### config.mk
export PLATFORM = sky130hd
export DESIGN_NAME = page_translate_lru_frames_unit
export DESIGN_NICKNAME = d
export VERILOG_FILES = /design/src/hw/rtl/pltf_pkg.sv /design/src/hw/rtl/pltf_frame_store.sv /design/src/hw/rtl/pltf_lru_scan.sv /design/src/hw/rtl/page_translate_lru_frames_unit.sv
export SDC_FILE = /design/constraint.sdc
export NUM_CORES = 2
export LEC_CHECK = 0
export BUFFER_PORTS_ARGS = -buffer_cell sky130_fd_sc_hd__buf_2
export CAP_MARGIN = 20
export CORE_ASPECT_RATIO = 1.5
export CORE_UTILIZATION = 45
export CTS_BUF_LIST = sky130_fd_sc_hd__clkbuf_8 sky130_fd_sc_hd__clkbuf_16
export DETAILED_ROUTE_END_ITERATION = 7
export PLACE_DENSITY = 0.69
export REMOVE_ABC_BUFFERS = 1
export SETUP_SLACK_MARGIN = 0.3
export SYNTH_ARGS = -nofsm -noshare
export SYNTH_HDL_FRONTEND = slang
export SYNTH_SLANG_ARGS = --single-unit
### constraint.sdc
create_clock -name i_clk -period 7.4 [get_ports i_clk]
set_clock_uncertainty 0.15 [all_clocks]
set_input_delay 1.11 -clock i_clk [delete_from_list [all_inputs] [get_ports i_clk]]
set_output_delay 1.11 -clock i_clk [all_outputs]
set_load 0.005 [all_outputs]
### src/hw/rtl/pltf_pkg.sv
// Shared types and constants for the page translator with LRU frame replacement.
// No dependencies; imported by every module of the block.
package pltf_pkg;

    localparam int ADDR_W      = 32;
    localparam int PAGE_W      = 20;
    localparam int STAMP_W     = 32;
    localparam int FRAME_OUT_W = 6;
    localparam int ENTRY_W     = PAGE_W + STAMP_W;
    localparam int RES_W       = FRAME_OUT_W + 2 + PAGE_W;
    localparam int OUT_TDATA_W = ((RES_W + 7) / 8) * 8;

    localparam logic [STAMP_W-1:0] STAMP_MAX = '1;

    // entry layout: owner page above, stamp below
    localparam int ENT_PAGE_LO  = STAMP_W;
    localparam int ENT_STAMP_LO = 0;

    typedef enum logic [2:0] {
        S_IDLE  = 3'b001,
        S_SCAN  = 3'b010,
        S_WRITE = 3'b100
    } t_state;

    typedef struct packed {
        logic clear;   // new transaction: restart tracking
        logic sample;  // read data valid for the sampled index
    } t_scan_ctl;

endpackage

### src/hw/rtl/pltf_frame_store.sv
// Frame table memory: owner page and LRU stamp per frame, one write and one read port.
// Depends on pltf_pkg for entry width.
module pltf_frame_store #(
    parameter int DEPTH = 64,
    parameter int IW    = 6
) (
    input  logic                        i_clk,
    input  logic                        i_we,
    input  logic [IW-1:0]               i_waddr,
    input  logic [pltf_pkg::ENTRY_W-1:0] i_wdata,
    input  logic                        i_re,
    input  logic [IW-1:0]               i_raddr,
    output logic [pltf_pkg::ENTRY_W-1:0] o_rdata
);
    import pltf_pkg::*;

    logic [ENTRY_W-1:0] r_mem [DEPTH];
    logic [ENTRY_W-1:0] r_rdata;

    always_ff @(posedge i_clk) begin
        if (i_we) begin
            r_mem[i_waddr] <= i_wdata;
        end
        if (i_re) begin
            r_rdata <= r_mem[i_raddr];
        end
    end

    assign o_rdata = r_rdata;

endmodule

### src/hw/rtl/pltf_lru_scan.sv
// Scan tracker: first frame holding the page, and oldest stamp (lowest index on ties).
// Depends on pltf_pkg for widths and the scan control struct.
module pltf_lru_scan #(
    parameter int IW = 6
) (
    input  logic                         i_clk,
    input  logic                         i_rst_n,
    input  pltf_pkg::t_scan_ctl          i_ctl,
    input  logic [IW-1:0]                i_idx,
    input  logic [pltf_pkg::PAGE_W-1:0]  i_page,
    input  logic [pltf_pkg::ENTRY_W-1:0] i_entry,
    output logic                         o_hit,
    output logic [IW-1:0]                o_hit_idx,
    output logic [IW-1:0]                o_old_idx,
    output logic [pltf_pkg::PAGE_W-1:0]  o_old_page
);
    import pltf_pkg::*;

    logic               r_hit, n_hit;
    logic               r_have_old, n_have_old;
    logic [IW-1:0]      r_hit_idx, n_hit_idx;
    logic [IW-1:0]      r_old_idx, n_old_idx;
    logic [PAGE_W-1:0]  r_old_page, n_old_page;
    logic [STAMP_W-1:0] r_old_stamp, n_old_stamp;
    logic [PAGE_W-1:0]  ent_page;
    logic [STAMP_W-1:0] ent_stamp;

    assign ent_page  = i_entry[ENT_PAGE_LO +: PAGE_W];
    assign ent_stamp = i_entry[ENT_STAMP_LO +: STAMP_W];

    always_comb begin
        n_hit       = r_hit;
        n_have_old  = r_have_old;
        n_hit_idx   = r_hit_idx;
        n_old_idx   = r_old_idx;
        n_old_page  = r_old_page;
        n_old_stamp = r_old_stamp;
        if (i_ctl.clear) begin
            n_hit      = 1'b0;
            n_have_old = 1'b0;
        end else if (i_ctl.sample) begin
            if (!r_hit && ent_page == i_page) begin
                n_hit     = 1'b1;
                n_hit_idx = i_idx;
            end
            // strict compare keeps the lowest index on equal stamps
            if (!r_have_old || ent_stamp < r_old_stamp) begin
                n_have_old  = 1'b1;
                n_old_stamp = ent_stamp;
                n_old_idx   = i_idx;
                n_old_page  = ent_page;
            end
        end
    end

    always_ff @(posedge i_clk) begin
        if (!i_rst_n) begin
            r_hit      <= 1'b0;
            r_have_old <= 1'b0;
        end else begin
            r_hit      <= n_hit;
            r_have_old <= n_have_old;
        end
        r_hit_idx   <= n_hit_idx;
        r_old_idx   <= n_old_idx;
        r_old_page  <= n_old_page;
        r_old_stamp <= n_old_stamp;
    end

    assign o_hit      = r_hit;
    assign o_hit_idx  = r_hit_idx;
    assign o_old_idx  = r_old_idx;
    assign o_old_page = r_old_page;

endmodule

### src/hw/rtl/page_translate_lru_frames_unit.sv
// Top level of the page translator: control FSM, request counter, fill count, result register.
// Depends on pltf_pkg, pltf_frame_store and pltf_lru_scan.
//
//  channel   dir  handshake                         payload
//  s_axis    in   i_s_axis_tvalid/o_s_axis_tready   tdata[31:0] virtual_address
//  m_axis    out  o_m_axis_tvalid/i_m_axis_tready   tdata[27:0] frame, hit, evict, page
//
// Flow: each item reads every frame in use from the frame table, waits
//   until the last read has landed in the tracker, then writes back and
//   returns to idle; an item takes longer as the table fills, and longest
//   once every frame is occupied. A new item is taken only in idle. The
//   single read port of the frame table sets this.
// Reset: synchronous, active low; clears the fill count (all frames free),
//   the counter and the handshake state. The table itself is not cleared.
// Stalls: a finished result sits in the output register; the next
//   transaction is taken meanwhile, and only its write-back waits for room.
module page_translate_lru_frames_unit #(
    parameter int NUM_FRAMES       = 64,
    parameter int PAGE_OFFSET_BITS = 12
) (
    input  logic                               i_clk,
    input  logic                               i_rst_n,
    input  logic                               i_s_axis_tvalid,
    output logic                               o_s_axis_tready,
    input  logic [pltf_pkg::ADDR_W-1:0]        i_s_axis_tdata,  // [31:0] virtual_address
    output logic                               o_m_axis_tvalid,
    input  logic                               i_m_axis_tready,
    // [5:0] frame_index, [6] was_hit, [7] did_evict, [27:8] evicted_page, [31:28] zero
    output logic [pltf_pkg::OUT_TDATA_W-1:0]   o_m_axis_tdata
);
    import pltf_pkg::*;

    localparam int IW = $clog2(NUM_FRAMES);
    localparam int CW = $clog2(NUM_FRAMES + 1);

    t_state             r_state, n_state;
    logic [STAMP_W-1:0] r_counter, n_counter;
    logic [CW-1:0]      r_fill, n_fill;
    logic [CW-1:0]      r_rd_cnt, n_rd_cnt;
    logic               r_smp_vld;
    logic [IW-1:0]      r_smp_idx;
    logic [PAGE_W-1:0]  r_page, n_page;
    logic               r_out_vld, n_out_vld;
    logic [RES_W-1:0]   r_out_data, n_out_data;

    logic               accept;
    logic               rd_en;
    logic               load;
    logic               have_free;
    logic [IW-1:0]      frame;
    logic               evict;
    logic [PAGE_W-1:0]  evicted;
    logic [ENTRY_W-1:0] rd_entry;
    logic               scan_hit;
    logic [IW-1:0]      scan_hit_idx;
    logic [IW-1:0]      scan_old_idx;
    logic [PAGE_W-1:0]  scan_old_page;
    t_scan_ctl          scan_ctl;

    assign o_s_axis_tready = (r_state == S_IDLE);
    assign accept          = i_s_axis_tvalid && o_s_axis_tready;

    // reads walk the occupied prefix of the table; frames are never freed
    assign rd_en     = (r_state == S_SCAN) && (r_rd_cnt != r_fill);
    assign have_free = (r_fill != CW'(NUM_FRAMES));
    assign load      = (r_state == S_WRITE) && (!r_out_vld || i_m_axis_tready);

    // hit first, then lowest free frame, else the oldest one goes
    always_comb begin
        evict   = 1'b0;
        evicted = '0;
        if (scan_hit) begin
            frame = scan_hit_idx;
        end else if (have_free) begin
            frame = r_fill[IW-1:0];
        end else begin
            frame   = scan_old_idx;
            evict   = 1'b1;
            evicted = scan_old_page;
        end
    end

    assign scan_ctl.clear  = accept;
    assign scan_ctl.sample = r_smp_vld;

    always_comb begin
        n_state    = r_state;
        n_counter  = r_counter;
        n_fill     = r_fill;
        n_rd_cnt   = r_rd_cnt;
        n_page     = r_page;
        n_out_data = r_out_data;
        n_out_vld  = r_out_vld && !i_m_axis_tready;
        unique case (r_state)
            S_IDLE: begin
                if (accept) begin
                    n_state  = S_SCAN;
                    n_rd_cnt = '0;
                    n_page   = PAGE_W'(i_s_axis_tdata >> PAGE_OFFSET_BITS);
                    if (r_counter != STAMP_MAX) begin
                        n_counter = r_counter + 1'b1;
                    end
                end
            end
            S_SCAN: begin
                if (rd_en) begin
                    n_rd_cnt = r_rd_cnt + 1'b1;
                end else if (!r_smp_vld) begin
                    n_state = S_WRITE;
                end
            end
            S_WRITE: begin
                if (load) begin
                    n_state    = S_IDLE;
                    n_out_vld  = 1'b1;
                    n_out_data = {evicted, evict, scan_hit, FRAME_OUT_W'(frame)};
                    if (!scan_hit && have_free) begin
                        n_fill = r_fill + 1'b1;
                    end
                end
            end
            default: n_state = S_IDLE;
        endcase
    end

    always_ff @(posedge i_clk) begin
        if (!i_rst_n) begin
            r_state   <= S_IDLE;
            r_counter <= '0;
            r_fill    <= '0;
            r_rd_cnt  <= '0;
            r_smp_vld <= 1'b0;
            r_out_vld <= 1'b0;
        end else begin
            r_state   <= n_state;
            r_counter <= n_counter;
            r_fill    <= n_fill;
            r_rd_cnt  <= n_rd_cnt;
            r_smp_vld <= rd_en;
            r_out_vld <= n_out_vld;
        end
        r_smp_idx  <= r_rd_cnt[IW-1:0];
        r_page     <= n_page;
        r_out_data <= n_out_data;
    end

    pltf_frame_store #(
        .DEPTH (NUM_FRAMES),
        .IW    (IW)
    ) u_store (
        .i_clk   (i_clk),
        .i_we    (load),
        .i_waddr (frame),
        .i_wdata ({r_page, r_counter}),
        .i_re    (rd_en),
        .i_raddr (r_rd_cnt[IW-1:0]),
        .o_rdata (rd_entry)
    );

    pltf_lru_scan #(
        .IW (IW)
    ) u_scan (
        .i_clk      (i_clk),
        .i_rst_n    (i_rst_n),
        .i_ctl      (scan_ctl),
        .i_idx      (r_smp_idx),
        .i_page     (r_page),
        .i_entry    (rd_entry),
        .o_hit      (scan_hit),
        .o_hit_idx  (scan_hit_idx),
        .o_old_idx  (scan_old_idx),
        .o_old_page (scan_old_page)
    );

    assign o_m_axis_tvalid = r_out_vld;
    assign o_m_axis_tdata  = {{(OUT_TDATA_W - RES_W){1'b0}}, r_out_data};

endmodule

# [Yosys cells after proc, flatten, opt, wreduce, memory -nomap -nowiden]
# Memory sizes are Yosys's and may differ from the RTL's. A register that Yosys moved wholly into a read port is not among the register bits.
# Cells that the tools add are included.
[op_classes] n_mux=15 bitwise=2 add_sub_neg=3 order_cmp=1 eq_ne=12 n_reduce_logical=25
[op_table] operator="32-bit by 1-bit adder with 32-bit output (second input constant)" count=1
[op_table] operator="32-bit < comparator" count=1
[op_table] operator="32-bit != test (second input constant)" count=1
[op_table] operator="20-bit == test" count=1
[op_table] operator="3-bit AND reduction" count=5
[op_table] operator="7-bit by 1-bit adder with 7-bit output (second input constant)" count=2
[op_table] operator="7-bit 2-to-1 mux" count=2
[op_table] operator="7-bit case mux with 2 select lines" count=1
[op_table] operator="3-bit 2-to-1 mux" count=4
[op_table] operator="6-bit 2-to-1 mux" count=2
[op_table] operator="3-bit case mux with 3 select lines" count=1
[op_table] operator="2-bit != test (second input constant)" count=4
[op_table] operator="2-bit AND reduction" count=4
[op_table] operator="7-bit != test" count=1
[op_table] operator="7-bit != test (second input constant)" count=1
[op_table] operator="1-bit logical AND" count=6
[op_table] operator="1-bit 2-to-1 mux" count=5
[op_table] operator="1-bit logical NOT" count=4
[op_table] operator="4-bit AND reduction" count=1
[op_table] operator="2-bit OR reduction" count=2
[op_table] operator="3-bit by 1-bit == test with 1-bit output (second input constant)" count=1
[op_table] operator="3-bit by 2-bit == test with 1-bit output (second input constant)" count=1
[op_table] operator="3-bit == test (second input constant)" count=1
[op_table] operator="1-bit logical OR" count=2
[op_table] operator="3 further kinds" count=4
[totals] word_cells=76 register_bits=171 mem_bits_rw=3328 inputBits=36 output_inout_bits=34 memories=1
[mem_list] name="u_store.r_mem" words=64 width=52 read_ports=1 rd_ports_with_merged_regs=1 wr=1 line="pltf_frame_store.sv:17" rtl="logic [ENTRY_W-1:0] r_mem [DEPTH];"

# [Longest topological paths before layout]
[logic_depth] word_depth=5 depth_mapped=11

# [Cells and area by module]
# Synthesis repeated with hierarchy kept, for this count alone.
[hier_totals] hier_cells=6044 hier_area_um2=134963.2
[modules_own_cells] mod="pltf_frame_store" area_each_um2=127444.7 n_inst=1 seq_area_each_um2=101497.3 cells_each=5410
[modules_own_cells] mod="page_translate_lru_frames_unit" area_each_um2=4496.8 n_inst=1 seq_area_each_um2=2582.5 cells_each=427
[modules_own_cells] mod="pltf_lru_scan" area_each_um2=3021.6 n_inst=1 seq_area_each_um2=1961.9 cells_each=207

# [Least setup slack after synthesis]
# Ideal clock, no wire load.
[synth_timing] path_kind="input port to flip-flop" from="in i_s_axis_tvalid" to="reg u_scan.r_old_idx[0] (netlist: u_scan.o_old_idx[0]), enable pin" path_buffers=1 t_arrival_ps=6363 setup_ps=561 cell_stages=5 path_slack_ps=326 cell_sequence="and4bb_2 clkbuf_1 inv_1 nand4_1 a211oi_1"
[synth_via] elab_chain_len=3
[synth_lines] element="start: declaration" line="page_translate_lru_frames_unit.sv:23" rtl="input logic i_s_axis_tvalid,"
[synth_lines] element="1-bit logical AND" line="page_translate_lru_frames_unit.sv:61" rtl="assign accept = i_s_axis_tvalid && o_s_axis_tready;"
[synth_lines] element="1-bit NOT (no source line)"
[synth_lines] element="3-bit AND reduction (no source line)"
[synth_lines] element="end signal: assignment" line="pltf_lru_scan.sv:65" rtl="r_old_idx <= n_old_idx;"
[synth_lines] element="end: declaration" line="pltf_lru_scan.sv:22" rtl="logic [IW-1:0] r_old_idx, n_old_idx;"
# Every way passes these cells.
# A chain may end at the register's enable or synchronous reset.

# [Worst setup path after layout]
[layout_timing] from="reg r_fill[2]" to="mem u_store.r_mem[35][15] (netlist name), enable pin"
[layout_via] elab_chain_len=3
[layout_lines] element="start: declaration" line="page_translate_lru_frames_unit.sv:38" rtl="logic [CW-1:0] r_fill, n_fill;"
[layout_lines] element="start signal: assignment" line="page_translate_lru_frames_unit.sv:137" rtl="r_fill <= n_fill;"
[layout_lines] element="7-bit != test" line="page_translate_lru_frames_unit.sv:65" rtl="assign have_free = (r_fill != CW'(NUM_FRAMES));"
[layout_lines] element="6-bit 2-to-1 mux *" line="page_translate_lru_frames_unit.sv:74" rtl="end else if (have_free) begin"
[layout_lines] element="6-bit 2-to-1 mux *" line="page_translate_lru_frames_unit.sv:72" rtl="if (scan_hit) begin"
[layout_lines] element="end: declaration" line="pltf_frame_store.sv:17"
# Mark *: on every way between the ends. The rest lies on a longest branch, timed or not.

==> run metrics <==
r2r endpoint u_store.r_mem[35][15]$_DFFE_PP_; post-route minimum period 5130 ps; DP Worst Slack 2380 ps; Hold Path End r_page[1]$_DFFE_PP_; Fmax 195 MHz; CP required 7730 ps; Skew-Pair Late Insertion Delay 910 ps; via count 65200; final cell count without fillers 10500; Wirelength per Cell 34.2 um; fin crit share 69.3%; Hold Crit Class input pin to flip-flop; Layout Nets 6309; Final setup viols 0; cell leakage power 0.0499 uW; Sw Ratio 19.6%; crit path capture type flip-flop; die area 0.303 mm2; Reg2Reg Setup Slack 2270 ps; DR vias/cell 6.24; Logic pwr share 0.8%; EDFF count, synth 3492; startpoint types flip-flop; most frequent cells in the layout edfxtp_1, mux4_2, clkbuf_16, mux2i_1, buf_4; Hold Crit Depth 1; Starting Density 45.3%; Die Y 674 um; ys async rst share 0%; post_cts resized 0; Die X 450 um; Mapped Cells 5904; Mapped Area 0.135 mm2; Ports 70; Initial DRT Pass Iterations 6; ANT nets after route 0; Peak VDD IR 0.000199 V; Post-synth top flop edfxtp_1; sequential share of power 57.4%; Synth Register Bits 3551; Clock Tree Root clkbuf_16; Worst-Margin Slew 1160 ps; syn_area_per_cell 22.9 um2; slew margin rel. 22.6%; Starting DRT DRC Count 8419; critical path arrival 5460 ps; HPWL after DPL 201 mm; CTS buffer count 311; Max clock buf depth 4; Area Overhead vs Synth 12.4%; # DRC 0; status completed; clock power share 41.9%; GRT Total Usage 23.3%; crit path kind flip-flop to flip-flop; Post-Place Cells 9877; Post-CTS Repair Setup Buffers 0; share of layout cells above drive strength 1 27.0%; R2R depth 7; Final Hold Viols 0; Worst-path clk slew 70 ps; row cnt 246; Final Power 38300 uW; Switch Pwr 7500 uW; RSZ-0062 raised after global routing false; port buffer count 53; CTS sink count 3551; HP Start i_s_axis_tdata[13]; total power per unit cell area 252 mW/mm2; first-pass GRT wire length 500 mm; final worst setup slack 2270 ps; reg2reg start r_fill[2]$_SDFFE_PN0P_; CP Max Fanout 23; # hold bufs at CTS 0; core area 0.299 mm2; Internal 30800 uW; GP Congestion 0.841; H-tree levels 5; initial antenna violation count 16; Final Max Slew Viols 0; Syn. warnings 0; post-synth cell types 64; WL final 358 mm; largest net degree at the start of global routing 130; Max Cap Viol 0; vias in the first global route 66200; commonest non-fill, non-tap cell in the layout edfxtp_1; TritonCTS clock tree yes; sequential cell area fraction in the yosys report 78.3%; grt ovf 0
==> layer usage <==
layer  vias up  routed length, um  GRT usage, %
li1      25700                  -             -
met1     35000             124000          28.8
met2      3704             183000          40.4
met3       783              33200          4.23
met4         6              16800          9.81
met5         -                 35             0
==> power by group through the flow <==
stage,clock [uW],sequential (uW),combinational [uW]
4_1_cts,16200,22000,254
6_report,16000,22000,289
3_5_place_dp,0,22500,255
5_1_grt,16900,22000,306
3_3_place_gp,0,22400,238
2_1_floorplan,0,22500,29.4
==> worst max-delay path, cell delays in order (launching register included) <==
cell and delay [ps]:
dfxtp_1 390, nor4b_2 620, nand2_1 220, mux2i_1 190, a211oi_1 750, nand2_1 700
nor2_4 970, buf_4 690
==> layout make-up <==
class | count | area (um2)
fill | 22800 | 147000
sequential | 3551 | 106000
multi-input combinational | 2007 | 28200
clock buffer | 325 | 8090
tap | 3968 | 4960
timing repair buffer | 322 | 2900
clock inverter | 232 | 1810
inverter | 45 | 171
antenna | 2 | 5.00
==> how the worst max path moves through the flow <==
stage	from	to	slack, ps	cells after the start
final	r_fill[2]$_SDFFE_PN0P_	u_store.r_mem[35][15]$_DFFE_PP_	2270	7
after global placement	i_m_axis_tready	u_store.r_mem[33][42]$_DFFE_PP_	2200	7
after CTS	r_fill[2]$_SDFFE_PN0P_	u_store.r_mem[35][10]$_DFFE_PP_	2420	7
after global routing	r_fill[2]$_SDFFE_PN0P_	u_store.r_mem[63][15]$_DFFE_PP_	2070	7
after detailed placement	i_m_axis_tready	u_store.r_mem[35][4]$_DFFE_PP_	2380	7
after floorplan	r_rd_cnt[0]$_SDFFE_PN0P_	u_store.o_rdata[40]$_DFFE_PP_	-37160	5
==> cell usage after synthesis (4+ instances only) <==
cell / number / area share [%]
mux2_2: 14 / 0.12
a2111oi_0: 27 / 0.17
o21ai_0: 50 / 0.18
o22ai_1: 51 / 0.24
o31ai_1: 10 / 0.055
inv_1: 44 / 0.12
a21oi_1: 39 / 0.14
nor4_1: 8 / 0.037
nand2b_1: 10 / 0.046
and3_1: 8 / 0.037
nand3_1: 16 / 0.059
buf_4: 44 / 0.24
mux4_2: 867 / 14
nand2_1: 88 / 0.24
a221o_1: 20 / 0.15
nor3_1: 30 / 0.11
o221ai_1: 30 / 0.19
and2_1: 55 / 0.25
or3_1: 6 / 0.028
buf_2: 101 / 0.37
xnor2_1: 33 / 0.21
o211ai_1: 5 / 0.028
nor2_1: 147 / 0.41
buf_6: 14 / 0.12
a211oi_1: 24 / 0.13
clkbuf_1: 118 / 0.33
a221oi_1: 39 / 0.25
dfxtp_1: 59 / 0.87
nor2b_1: 16 / 0.074
a22oi_1: 26 / 0.14
and4_1: 4 / 0.026
a31oi_1: 5 / 0.023
mux2i_1: 224 / 1.7
xor2_1: 29 / 0.19
buf_1: 27 / 0.075
a21o_1: 15 / 0.083
edfxtp_1: 3492 / 77
a211o_1: 5 / 0.032
nand4_1: 24 / 0.11
nand3b_1: 5 / 0.028
ha_1: 35 / 0.32
o21ai_1: 6 / 0.022
==> registers in the layout (all words and copies together) (netlist names), 7 cells and up <==
signal and cells:
r_counter 32, r_fill 7, r_out_data 28, r_page 20
r_rd_cnt 7, u_scan.o_old_page 20, u_scan.r_old_stamp 32, u_store.o_rdata 52
u_store.r_mem 3328
==> metrics by stage <==
| step | cell area (um2) | setup TNS (ps) | util (%) | hold slack [ps] |
|---|---|---|---|---|
| floorplan | 134000 | -3281650 | - | 254 |
| global placement | 142000 | 0 | 47.4 | 256 |
| detailed placement | 142000 | 0 | 47.5 | 265 |
| CTS | 152000 | 0 | 50.8 | 201 |
| global route | 152000 | 0 | 50.9 | 235 |
| finish | 152000 | 0 | 50.9 | 250 |
==> cells by family after synthesis <==
kind of cell             count (synthesis)  share of synthesized area [%]
AO/OA/AOI/OAI                          371                           1.97
other                                    1                        0.00277
AND/OR/NAND/NOR                        430                           1.55
flip-flops                            3551                           78.3
XOR/XNOR                                62                          0.401
multiplexers                          1105                           16.2
adder cells (fa/ha/maj)                 35                          0.323
buffers and inverters                  349                           1.26
Power figures use the tool's default switching activity.
